<file path="src/rtl/mandelbrot_escape_time_macros.svh">
// Assertion shorthands for the RTL core.
`ifndef MANDELBROT_ESCAPE_TIME_MACROS_SVH
`define MANDELBROT_ESCAPE_TIME_MACROS_SVH

// Same-cycle implication, disabled while reset is high.
`define MBE_ASSERT_NOW(label, clk, rst, ante, cons) \
   label: assert property (@(posedge clk) disable iff (rst) (ante) |-> (cons)) \
      else $error("mbe assertion failed");

// Next-cycle implication, disabled while reset is high.
`define MBE_ASSERT_NEXT(label, clk, rst, ante, cons) \
   label: assert property (@(posedge clk) disable iff (rst) (ante) |=> (cons)) \
      else $error("mbe assertion failed");

`endif

</file>
<file path="src/rtl/mbe_pkg.sv">
package mbe_pkg;

   localparam int COORD_WIDTH_DEFAULT   = 32;
   localparam int FRACTION_BITS_DEFAULT = 28;

   // extra integer bits on the orbit point so z*z + c never wraps
   localparam int GUARD_BITS = 2;

   localparam int COUNT_WIDTH = 16;
   localparam logic [COUNT_WIDTH-1:0] MAX_ITER_RESET = 16'd64;

endpackage

</file>
<file path="src/rtl/mbe_queue.sv">
module mbe_queue #(
   parameter int DATA_WIDTH = 2 * (mbe_pkg::COORD_WIDTH_DEFAULT + mbe_pkg::GUARD_BITS) + 1
) (
   input  logic                  clock,
   input  logic                  reset,
   input  logic                  push_valid,
   output logic                  push_ready,
   input  logic [DATA_WIDTH-1:0] push_data,
   output logic                  pop_valid,
   input  logic                  pop_ready,
   output logic [DATA_WIDTH-1:0] pop_data
);
   import mbe_pkg::*;

   localparam int DEPTH = 2;
   localparam int PW    = $clog2(DEPTH);
   localparam int CW    = $clog2(DEPTH + 1);
   localparam logic [CW-1:0] FULL_COUNT = CW'(DEPTH);
   localparam logic [PW-1:0] LAST_PTR   = PW'(DEPTH - 1);

   logic [DATA_WIDTH-1:0] entry_ff [DEPTH];
   logic [PW-1:0]         wr_ptr_ff, wr_ptr_in;
   logic [PW-1:0]         rd_ptr_ff, rd_ptr_in;
   logic [CW-1:0]         count_ff, count_in;
   logic                  push;
   logic                  pop;

   assign push_ready = (count_ff != FULL_COUNT);
   assign pop_valid  = (count_ff != '0);
   assign pop_data   = entry_ff[rd_ptr_ff];
   assign push       = push_valid && push_ready;
   assign pop        = pop_valid && pop_ready;

   always_comb begin
      wr_ptr_in = wr_ptr_ff;
      rd_ptr_in = rd_ptr_ff;
      count_in  = count_ff;
      if (push) begin
         wr_ptr_in = (wr_ptr_ff == LAST_PTR) ? '0 : wr_ptr_ff + 1'b1;
      end
      if (pop) begin
         rd_ptr_in = (rd_ptr_ff == LAST_PTR) ? '0 : rd_ptr_ff + 1'b1;
      end
      if (push && !pop) begin
         count_in = count_ff + 1'b1;
      end else if (pop && !push) begin
         count_in = count_ff - 1'b1;
      end
   end

   always_ff @(posedge clock) begin
      if (reset) begin
         wr_ptr_ff <= '0;
         rd_ptr_ff <= '0;
         count_ff  <= '0;
      end else begin
         wr_ptr_ff <= wr_ptr_in;
         rd_ptr_ff <= rd_ptr_in;
         count_ff  <= count_in;
      end
      if (push) begin
         entry_ff[wr_ptr_ff] <= push_data;
      end
   end

endmodule

</file>
<file path="config.mk">
export PLATFORM = sky130hd
export DESIGN_NAME = mbe_queue
export DESIGN_NICKNAME = d
export VERILOG_FILES = /design/src/rtl/mandelbrot_escape_time_macros.svh /design/src/rtl/mbe_pkg.sv /design/src/rtl/mbe_queue.sv
export SDC_FILE = /design/constraint.sdc
export NUM_CORES = 1
export LEC_CHECK = 0
export BUFFER_PORTS_ARGS = -buffer_cell sky130_fd_sc_hd__buf_2
export CAP_MARGIN = 20
export CORE_ASPECT_RATIO = 2
export CORE_MARGIN = 5
export CORE_UTILIZATION = 33
export CTS_CLUSTER_DIAMETER = 50
export DETAILED_ROUTE_END_ITERATION = 8
export GPL_TIMING_DRIVEN = 0
export RECOVER_POWER = 100
export SETUP_SLACK_MARGIN = 0.4
export SLEW_MARGIN = 5
export SYNTH_ARGS = -nofsm -noshare
export SYNTH_HDL_FRONTEND = slang
export SYNTH_SLANG_ARGS = --single-unit
</file>
<file path="constraint.sdc">
create_clock -name clock -period 6.55 [get_ports clock]
set_clock_uncertainty 0.15 [all_clocks]
set_input_delay 1.31 -clock clock [delete_from_list [all_inputs] [get_ports clock]]
set_output_delay 1.31 -clock clock [all_outputs]
set_load 0.02 [all_outputs]
</file>
==> summary.txt <==
Worst setup path
  • CP Capture Type: register
  • Critical path peak fanout: 37
  • Critical Path Start: push_valid
  • CP dominant cell by count: clkbuf_1
  • Worst Setup Path Type: in -> reg
  • Startpoint Class: primary input
  • CP Cell Sequence: clkbuf_1, and3_1, clkbuf_1
  • CP required: 6390 ps
  • Crit path max-delay cell type: clkbuf_1
  • Crit-path max cell delay: 1610 ps
  • Worst r2r src: count_ff[0]
  • Arrival @ worst endpoint: 4380 ps

Timing
  • Final worst slack: 2009 ps
  • Fmax: 220.2 MHz
  • Setup TNS: 0 ps
  • Fin crit period: 4541 ps
  • Setup violations, final: 0
  • Max-slew violations: 144
  • Slew HR: -44.51%
  • Slew @ Worst Pin: 2168 ps
  • RSZ-0062 raised after global routing: no
  • Final hold viol count: 0
  • Final period utilization: 69.32%

Global route
  • First-pass GRT wire length: 16150 microns
  • GR Util All Layers: 11.76%
  • Met3 Usage GRT: 4.039%
  • Vias in the first global route: 3061
  • Grt ovf: 0
  • GR Util met1: 10.25%
  • Grt met2 use: 22.77%
  • GR peak layer: met2
  • Initial antenna violation count: 1
  • Largest net degree at the start of global routing: 38

Detailed routing
  • Via count: 2735
  • DRC Markers: 0
  • Drt first pass iters: 4
  • Drt initial violations: 96
  • Vias per inst: 4.433
  • WL per Instance: 17.05 microns
  • Final WL: 10520 microns
  • DRT antenna net count: 0

Placement
  • DP Worst Slack: 3745 ps
  • Placed Cells: 585
  • DPL Wire Length: 7597 microns
  • Port bufs: 143
  • GPL Wtd Cong: 0.7177

Synth
  • Post-synth top flop: edfxtp_1
  • Sequential-to-total area share from yosys stat: 80.99%
  • FF+latch count, synth: 143
  • Synth top area share: 79.08%
  • Post-synth EDFFs: 138
  • Post-synth top cells: edfxtp_1 (138), mux2_2 (59), mux2_4 (10), buf_2 (5), dfxtp_1 (5)
  • Post-Syn Area per Cell: 21.92 sq um
  • Synthesized area: 5240 sq um
  • Most common cell in the synthesized netlist: edfxtp_1
  • Cells after synthesis: 239
  • Cell taking the most area after synthesis: edfxtp_1
  • Synth warn: 0
  • Asr flop ratio synth: 0%
  • Top area cells in the synthesized netlist: edfxtp_1 (79%), mux2_2 (13%), mux2_4 (2.9%), dfxtp_1 (1.9%), buf_6 (0.64%)
  • Count of cell types in the netlist: 19
  • Synth Net Count: 313

Run
  • Max Cap Viol: 4

Clock network
  • TritonCTS clock tree: built
  • CTS Root Cell: clkbuf_16
  • Hold Buf Count CTS: 0
  • Worst-skew pair later-pin latency: 400 ps
  • Resized cells post-CTS: 0
  • Clock transition at path regs: 60 ps
  • Post-CTS Setup Inserts: 0
  • H-tree depth: 4
  • CTS sink cnt: 143
  • CTS Buf Count: 17
  • Max clock buf depth: 2

Die
  • Starting Density: 33.38%
  • Die X: 99.11 microns
  • Total core area: 15700 sq um
  • I/O pin cnt: 144
  • Die height: 188.2 microns
  • Core Rows: 65
  • Die area: 18650 sq um

Layout
  • Nets@finish: 477
  • Ratio of cells with drive above 1 in the final layout: 37.74%
  • Final antenna diode count: 0
  • Final Non-Filler Cells: 617
  • Area added between synthesis and finish: 27.03%

Outcome
  • Failing checks: max-capacitance violations, max-slew violations
  • Status: finished, violations left

Power
  • Power per Cell Area: 422.4 nW/um^2
  • Peak supply drop: 0.3198 mV
  • Tot Pwr: 2812 uW
  • Leak: 0.002282 uW

Min path
  • Worst Hold Class: reg -> reg
  • Hold path startpoint: rd_ptr_ff
area by class of cell:
cell class,instances,area (sq um)
fill,1454,9040
sequential,143,4244
multi-input combinational,87,899.6
timing repair buffer,145,621.8
clock buffer,17,425.4
tap,201,251.5
clock inverter,15,171.4
buffer,8,37.54
inverter,1,5.005
cell usage in the layout (no fill, tap or decap), drive strengths merged, types with 3 or more instances in the layout:
cell      count
clkinv        8
mux2         69
dfxtp         5
buf          63
bufinv        3
clkinvlp      5
clkbuf      107
nor2          3
edfxtp      138
xor2          3
sequential cells by signal, summed over array words and instances, names as in the netlist, named ones only:
register	flops
count_ff	2
entry_ff	138
rd_ptr_ff	1
wr_ptr_ff	1
cell families after synthesis:
group                      Yosys count  share of synthesized area (%)
adders and majority gates            1                         0.2387
and+or+nand+nor                      9                         0.9555
DFF                                143                          80.99
xor gates and xnor gates             3                         0.5015
buffers and inverters                9                          1.194
muxes                               69                          15.54
AOI/OAI and AO/OA                    5                         0.5731
worst max-delay path, delay by kind of cell:
family                 cells  cell delay (ps)
buffers and inverters      2             1780
and+or+nand+nor            1             1250
path summary, 6_finish.rpt:
path,slack [ps],to,cells after the start
setup / recovery,2010,entry_ff[1][3],3
hold / removal,360,rd_ptr_ff,2
setup reg to reg,2440,entry_ff[1][3],3
hold reg to reg,360,rd_ptr_ff,2
metrics by stage:
| step | hold slack, ps | util (%) | area (sq um) |
|---|---|---|---|
| finish | 364.0 | 42.41 | 6656 |
| floorplan | 320.5 | - | 5240 |
| CTS | 367.9 | 43.65 | 6852 |
| global placement | 339.7 | 39.55 | 6207 |
| global route | 408.2 | 42.41 | 6656 |
| detailed placement | 352.4 | 39.85 | 6255 |
report_power, final:
part / internal (uW) / switching [uW]
clock: 596 / 360
sequential: 1150 / 28.3
combinational: 239 / 438
routing by layer:
metal,up-vias,part of all wire [%]
li1,1279,-
met1,1359,32
met2,79,61
met3,16,5.5
met4,2,2.1
met5,-,0.12
Note: power is estimated with default switching activity, not from simulation.
