==> config.mk <==
export PLATFORM = sky130hd
export DESIGN_NAME = mbe_front
export DESIGN_NICKNAME = d
export VERILOG_FILES = /design/src/rtl/mandelbrot_escape_time_macros.svh /design/src/rtl/mbe_pkg.sv /design/src/rtl/mbe_front.sv
export SDC_FILE = /design/constraint.sdc
export NUM_CORES = 1
export LEC_CHECK = 0
export BUFFER_PORTS_ARGS = -buffer_cell sky130_fd_sc_hd__buf_2
export CORE_ASPECT_RATIO = 0.8
export CORE_MARGIN = 4
export CORE_UTILIZATION = 27
export DETAILED_ROUTE_END_ITERATION = 8
export PLACE_DENSITY = 0.71
export SLEW_MARGIN = 40
export SYNTH_ARGS = -nofsm -noshare
export SYNTH_HDL_FRONTEND = slang
export SYNTH_SLANG_ARGS = --single-unit
==> constraint.sdc <==
create_clock -name clock -period 4.5 [get_ports clock]
set_input_delay 0.9 -clock clock [delete_from_list [all_inputs] [get_ports clock]]
set_output_delay 0.9 -clock clock [all_outputs]
set_load 0.1 [all_outputs]
==> src/rtl/mandelbrot_escape_time_macros.svh <==
// Assertion shorthands for the RTL core.
`ifndef MANDELBROT_ESCAPE_TIME_MACROS_SVH
`define MANDELBROT_ESCAPE_TIME_MACROS_SVH

// Same-cycle implication, disabled while reset is high.
`define MBE_ASSERT_NOW(label, clk, rst, ante, cons) \
   label: assert property (@(posedge clk) disable iff (rst) (ante) |-> (cons)) \
      else $error("mbe assertion failed");

// Next-cycle implication, disabled while reset is high.
`define MBE_ASSERT_NEXT(label, clk, rst, ante, cons) \
   label: assert property (@(posedge clk) disable iff (rst) (ante) |=> (cons)) \
      else $error("mbe assertion failed");

`endif

==> src/rtl/mbe_pkg.sv <==
package mbe_pkg;

   localparam int COORD_WIDTH_DEFAULT   = 32;
   localparam int FRACTION_BITS_DEFAULT = 28;

   // extra integer bits on the orbit point so z*z + c never wraps
   localparam int GUARD_BITS = 2;

   localparam int COUNT_WIDTH = 16;
   localparam logic [COUNT_WIDTH-1:0] MAX_ITER_RESET = 16'd64;

endpackage

==> src/rtl/mbe_front.sv <==
module mbe_front #(
   parameter int COORD_WIDTH = mbe_pkg::COORD_WIDTH_DEFAULT,
   parameter int ZW          = COORD_WIDTH + mbe_pkg::GUARD_BITS
) (
   input  logic                              clock,
   input  logic                              reset,
   input  logic                              req_valid,
   output logic                              req_stall,
   input  logic signed [COORD_WIDTH-1:0]     req_c_real,
   input  logic signed [COORD_WIDTH-1:0]     req_c_imag,
   input  logic [mbe_pkg::COUNT_WIDTH-1:0]   max_iterations,
   output logic                              push_valid,
   input  logic                              push_ready,
   output logic [2*ZW:0]                     push_data
);
   import mbe_pkg::*;

   logic                 valid_ff, valid_in;
   logic                 skip_ff, skip_in;
   logic signed [ZW-1:0] c_real_ff, c_real_in;
   logic signed [ZW-1:0] c_imag_ff, c_imag_in;
   logic                 accept;
   logic                 push;

   assign req_stall  = valid_ff && !push_ready;
   assign accept     = req_valid && !req_stall;
   assign push_valid = valid_ff;
   assign push       = valid_ff && push_ready;
   assign push_data  = {skip_ff, c_real_ff, c_imag_ff};

   always_comb begin
      valid_in  = valid_ff;
      skip_in   = skip_ff;
      c_real_in = c_real_ff;
      c_imag_in = c_imag_ff;
      if (push) begin
         valid_in = 1'b0;
      end
      if (accept) begin
         valid_in  = 1'b1;
         // a zero limit means no iteration at all: tag the item
         skip_in   = (max_iterations == '0);
         c_real_in = {{GUARD_BITS{req_c_real[COORD_WIDTH-1]}}, req_c_real};
         c_imag_in = {{GUARD_BITS{req_c_imag[COORD_WIDTH-1]}}, req_c_imag};
      end
   end

   always_ff @(posedge clock) begin
      if (reset) begin
         valid_ff <= 1'b0;
      end else begin
         valid_ff <= valid_in;
      end
      skip_ff   <= skip_in;
      c_real_ff <= c_real_in;
      c_imag_ff <= c_imag_in;
   end

endmodule

==> results by group, run 1 <==
Finish
  • Final instance area: 3180 µm²
  • Ant. Diodes: 0
  • Layout cell share with drive strength beyond 1: 69.9%
  • Area growth, synth to finish: 54.1%
  • Final nets: 325

Floorplanning
  • Die ar.: 9120 µm²
  • # rows: 28
  • Die X-Extent: 106 µm
  • Die height: 86.2 µm
  • Starting Density: 27.8%
  • Core area: 7430 µm²
  • # IOs: 155

Logic synthesis
  • Async set or reset register ratio after synthesis: 0%
  • Post-synthesis xor/xnor area fraction: 0%
  • Mapped Cells: 79
  • Syn Area/Cell: 26.1 µm²
  • Ys Warns: 0
  • Synth Area in Compound Gates: 0.485%
  • Syn Std Cell Area: 2070 µm²
  • Largest family of logic cells by synthesized area: simple AND/OR/NAND/NOR gates
  • Seq/Total Area, Yosys: 95.5%
  • EDFF count, synth: 65
  • Synth area leaders: edfxtp_1 (94%), buf_4 (1.8%), nor4_1 (1.2%)
  • Mux cell area share after synthesis: 0%
  • Top-count cell post-synth: edfxtp_1
  • Simple-gate share of the synthesized area: 2.24%
  • Synthesized Nets: 163
  • Synth cell types: 7
  • Share of the synthesized area in the top cell type: 94.5%
  • Post-Synth Adder-Cell Area: 0%
  • Register bit total from synthesis: 66
  • Largest area contributor in the netlist: edfxtp_1
  • Prevailing post-synth register cell: edfxtp_1
  • Post-synth top cells: edfxtp_1 (65), buf_4 (5), nor4_1 (4)

Worst hold path
  • Worst Hold Class: reg2reg
  • Min-delay src: push_valid
  • Hold path cells: 2
  • Worst-case hold path end point: push_valid

Timing
  • Max Fclk: 0.391 GHz
  • Final Skew: 0.00312 ns
  • Slew of the pin with the lowest slew margin: 0.507 ns
  • Period minus WS final: 2.56 ns
  • Final Hold Fails: 0
  • Setup TNS: 0 ns
  • RSZ-0062 raised after global routing: false
  • Final Cycle Share: 56.8%
  • Final setup vio count: 0
  • Rel. slew slack: 66.4%
  • Fin. max-slew vios: 0

Drt
  • DR pass1 iterations: 3
  • Vias/cell: 3.82
  • Routed vias: 1341
  • WL/cell: 13.1 µm
  • Final wirelength: 4610 µm
  • First DRT Iteration DRCs: 40
  • Antenna Nets Post-Route: 0
  • # DRC: 0

Clock network
  • Clock sink count: 66
  • Clock Root Buffer: clkbuf_8
  • Post-CTS Hold Fix Bufs: 0
  • Post_cts resized: 0
  • TritonCTS Buffers: 9
  • Clock Latency Late Sink: 0.33 ns
  • H-tree levels: 3
  • Post-CTS Setup Bufs: 0
  • CTS tree: done
  • Clk pin slew, worst setup/hold paths: 0.06 ns
  • Clk buf depth: 2

Placed design
  • Placed cell areas: 2950 µm²
  • Port Buf Inserts: 154
  • GP Congestion: 0.676

Global routing
  • Remaining Overflow, GRT: 0
  • Number of global-route vias before repair: 1409
  • Antenna violations before repair: 0
  • First-pass GRT wire length: 6840 µm
  • Largest net degree at the start of global routing: 38
  • GR Util All Layers: 10.2%

Setup path
  • Req. time, crit path: 3.60 ns
  • Worst R2R End: c_imag_ff[5]
  • Reg2reg setup slack: 2.71 ns
  • Worst reg2reg path depth: 4
  • CP startpoint kind: primary input
  • Crit end category: output port
  • Critical-path maximum fanout: 3
  • Worst EP arrival: 1.66 ns
  • WS Path Type: in2out
  • Reg-to-reg startpoint: push_valid

Flow run
  • Maxcap violations: 0

Pwr
  • Maximum VDD drop: 0.000226 V
  • Power Total: 1.60 mW
  • Leakage: 1.38 nW
  • Pwr/cell area: 502 nW/µm²

Run status
  • Status: finished clean
[state kept, by name, indices dropped and copies added, names as in the netlist]
signal,cells
push_valid,1
skip_ff,1
c_real_ff,32
c_imag_ff,32
[cell usage in the layout, fill, tap and decap left out, types with 2 or more instances in the layout]
| master | instances |
|---|---|
| edfxtp_1 | 65 |
| clkinv_1 | 3 |
| nor4_1 | 4 |
| buf_2 | 154 |
| bufinv_16 | 2 |
| clkbuf_8 | 9 |
[cell type report]
cell class                 count  area (µm²)
tap                          105         131
multi-input combinational      8        66.3
timing repair buffer         156         806
clock buffer                   9         124
clock inverter                 7        83.8
fill                         712        4240
sequential                    66        1970
[worst max-delay path, stage by stage]
cell and delay (ns):
buf_2 0.10, nor2b_2 0.19, buf_2 0.46
[layer usage]
layer | vias to the layer above | track usage (%) | wire, µm
met1 | 593 | 11.1 | 1700
met3 | 6 | 7.37 | 721
met2 | 106 | 15.5 | 2140
met4 | 0 | 3.88 | 54
met5 | - | 0 | 0
li1 | 636 | - | -
[power breakdown]
part / switching [mW] / internal, mW
Sequential: 0.00804 / 0.718
Combinational: 0.305 / 0.0541
Clock: 0.207 / 0.305
Total: 0.520 / 1.08
[cell families (layout without fill, tap and decap cells)]
kind of cell | after synthesis | after routing
flops | 66 | 66
simple gates | 7 | 7
buf+inv | 5 | 172
compound gates | 1 | 1
[metrics by stage]
step	util [%]	hold slack [ns]	std cells	worst slack (ns)
floorplan	-	0.999	79	1.17
global placement	39.7	0.674	334	1.94
detailed placement	39.7	0.709	334	1.85
CTS	42.5	0.712	350	1.93
global route	42.9	0.703	351	1.91
finish	42.9	0.715	351	1.94
[worst max-delay path by stage]
stage | from | to | cells after the start
floorplan | push_valid | c_imag_ff[0] | 2
global placement | push_ready | c_imag_ff[18] | 4
detailed placement | push_ready | c_imag_ff[15] | 4
CTS | push_ready | req_stall | 3
global route | push_ready | req_stall | 3
finish | push_ready | req_stall | 3
No activity file was read; power rests on OpenSTA's default activity.
==> inputs of run 2 (changes only) <==
==> constraint.sdc (replaced) <==
create_clock -name clock -period 2.1 [get_ports clock]
set_input_delay 0.42 -clock clock [delete_from_list [all_inputs] [get_ports clock]]
set_output_delay 0.42 -clock clock [all_outputs]
set_load 0.1 [all_outputs]
==> results by group, run 2 (same netlist as run 1, synthesis figures left out) <==
Run status
  • Status: finished clean

Setup path
  • Reg2reg setup slack: 0.75 ns (-1.96 ns)
  • Worst path slowest cell: buf_2
  • Crit end category: output port
  • Worst reg2reg path depth: 3 (-1)
  • CP peak stage delay: 0.44 ns (-0.02 ns)
  • Worst EP arrival: 1.28 ns (-0.38 ns)
  • Req. time, crit path: 1.68 ns (-1.92 ns)
  • Reg-to-reg startpoint: push_valid
  • Worst-path cell chain: nor2b_4 -> buf_2
  • Worst R2R End: c_imag_ff[23]
  • CP startpoint kind: register
  • WS Path Type: reg2out
  • Critical-path maximum fanout: 3 (unchanged)

Floorplanning
  • Die ar.: 9120 µm² (unchanged)
  • Die X-Extent: 106 µm (unchanged)
  • # IOs: 155 (unchanged)
  • Core area: 7430 µm² (unchanged)
  • Die height: 86.2 µm (unchanged)
  • Starting Density: 27.8% (unchanged)
  • # rows: 28 (unchanged)

Worst hold path
  • Hold path cells: 1 (-1)
  • Worst Hold Class: in2reg
  • Worst-case hold path end point: c_imag_ff[31]
  • Min-delay src: req_c_imag[31]

Global routing
  • First-pass GRT wire length: 6700 µm (-2.0%)
  • Remaining Overflow, GRT: 0 (unchanged)
  • GR Util All Layers: 9.74% (-0.46 points)
  • Largest net degree at the start of global routing: 40 (+5.3%)
  • Number of global-route vias before repair: 1400 (-0.64%)
  • Antenna violations before repair: 0 (unchanged)

Finish
  • Ant. Diodes: 0 (unchanged)
  • Fillers: 690 (-3.1%)
  • Area growth, synth to finish: 52.2%
  • Commonest non-fill, non-tap cell in the layout: buf_2
  • Final instance area: 3140 µm² (-1.2%)
  • Largest regs: c_imag_ff (32), c_real_ff (32)
  • Final nets: 325 (unchanged)
  • Layout cell share with drive strength beyond 1: 69.5% (-0.41 points)
  • Most frequent cells in the layout: buf_2 (154), edfxtp_1 (65), clkbuf_8 (9)

Timing
  • Rel. slew slack: 66.6% (+0.12 points)
  • Max Fclk: 0.590 GHz
  • Final setup vio count: 0 (unchanged)
  • Final Skew: 0.00429 ns (+0.00117 ns)
  • Period minus WS final: 1.70 ns
  • Slew of the pin with the lowest slew margin: 0.505 ns (-0.00188 ns)
  • Fin. max-slew vios: 0 (unchanged)
  • RSZ-0062 raised after global routing: false
  • WHS: 0.263 ns (-0.452 ns)
  • Final Hold Fails: 0 (unchanged)
  • Final Cycle Share: 80.8%

Clock network
  • Post-CTS Setup Bufs: 0 (unchanged)
  • CTS tree: done
  • Clk buf depth: 2 (unchanged)
  • Post_cts resized: 0 (unchanged)
  • Clk pin slew, worst setup/hold paths: 0.07 ns (about the same)
  • Clock Root Buffer: clkbuf_8
  • H-tree levels: 3 (unchanged)
  • Post-CTS Hold Fix Bufs: 0 (unchanged)
  • TritonCTS Buffers: 9 (unchanged)
  • Clock Latency Late Sink: 0.33 ns (about the same)
  • Clock sink count: 66 (unchanged)

Drt
  • Routed vias: 1369 (+2.1%)
  • Antenna Nets Post-Route: 0 (unchanged)
  • WL/cell: 13.0 µm (-1.0%)
  • First DRT Iteration DRCs: 33 (-18%)
  • Final wirelength: 4570 µm (-1.0%)
  • DR pass1 iterations: 3 (unchanged)
  • Vias/cell: 3.90 (+2.1%)
  • # DRC: 0 (unchanged)

Placed design
  • Placed cell areas: 2960 µm² (+0.55%)
  • Port Buf Inserts: 154 (unchanged)
  • GP Congestion: 0.677 (+0.15%)
  • DPL Wire Length: 3630 µm

Pwr
  • Maximum VDD drop: 0.000467 V (+110%)
  • Pwr/cell area: 1050 nW/µm² (+110%)
  • Leakage: 1.36 nW (-1.5%)

Flow run
  • Maxcap violations: 0 (unchanged)
[run 2: critical path, delay by kind of cell, from the launching register on]
family	cells	cell delay, ns
buf+inv	1	0.44
simple gates	1	0.17
flops	1	0.34
[run 2: worst max-delay path by stage]
stage	depth (start not counted)	slack, ns	end	start
final	2	0.40	req_stall	push_valid
after global routing	2	0.33	req_stall	push_valid
after CTS	2	0.37	req_stall	push_valid
after detailed placement	3	0.55	req_stall	push_ready
after global placement	3	0.57	req_stall	push_ready
after floorplan	2	-0.04	c_imag_ff[0]	push_valid
[run 2: layout make-up]
cell class | instances | area [µm²] | share of cell area, %
Multi-Input combinational cell | 8 | 71.3 | 2.27
Clock inverter | 4 | 45.0 | 1.43
Timing Repair Buffer | 156 | 786 | 25.0
Sequential cell | 66 | 1980 | 62.8
Tap cell | 105 | 131 | 4.18
Clock buffer | 12 | 135 | 4.30
[run 2: power by group]
part	switching (mW)	leakage, nW	internal, mW	total [mW]
registers	0.0169	0.638	1.54	1.56
logic	0.653	0.640	0.112	0.764
clock network	0.428	0.0857	0.542	0.970
total	1.10	1.36	2.19	3.29
[run 2: routing by layer]
layer / track usage [%] / part of all wire (%) / vias to the layer above
met1: 9.63 / 36 / 630
met5: 0 / 0 / -
met3: 6.18 / 13 / 5
met2: 16.9 / 50 / 98
li1: - / - / 636
met4: 3.18 / 0.96 / 0
[run 2: stage by stage]
stage	TNS, ns	cells	util (%)	total power [mW]	setup slack (ns)
final	0	351	42.3	3.29	0.404
after global routing	0	351	42.3	3.42	0.332
after CTS	0	351	42.3	3.34	0.369
after detailed placement	0	335	39.9	2.35	0.553
after global placement	0	335	39.9	2.35	0.566
after floorplan	-2.68	79	-	2.20	-0.0412
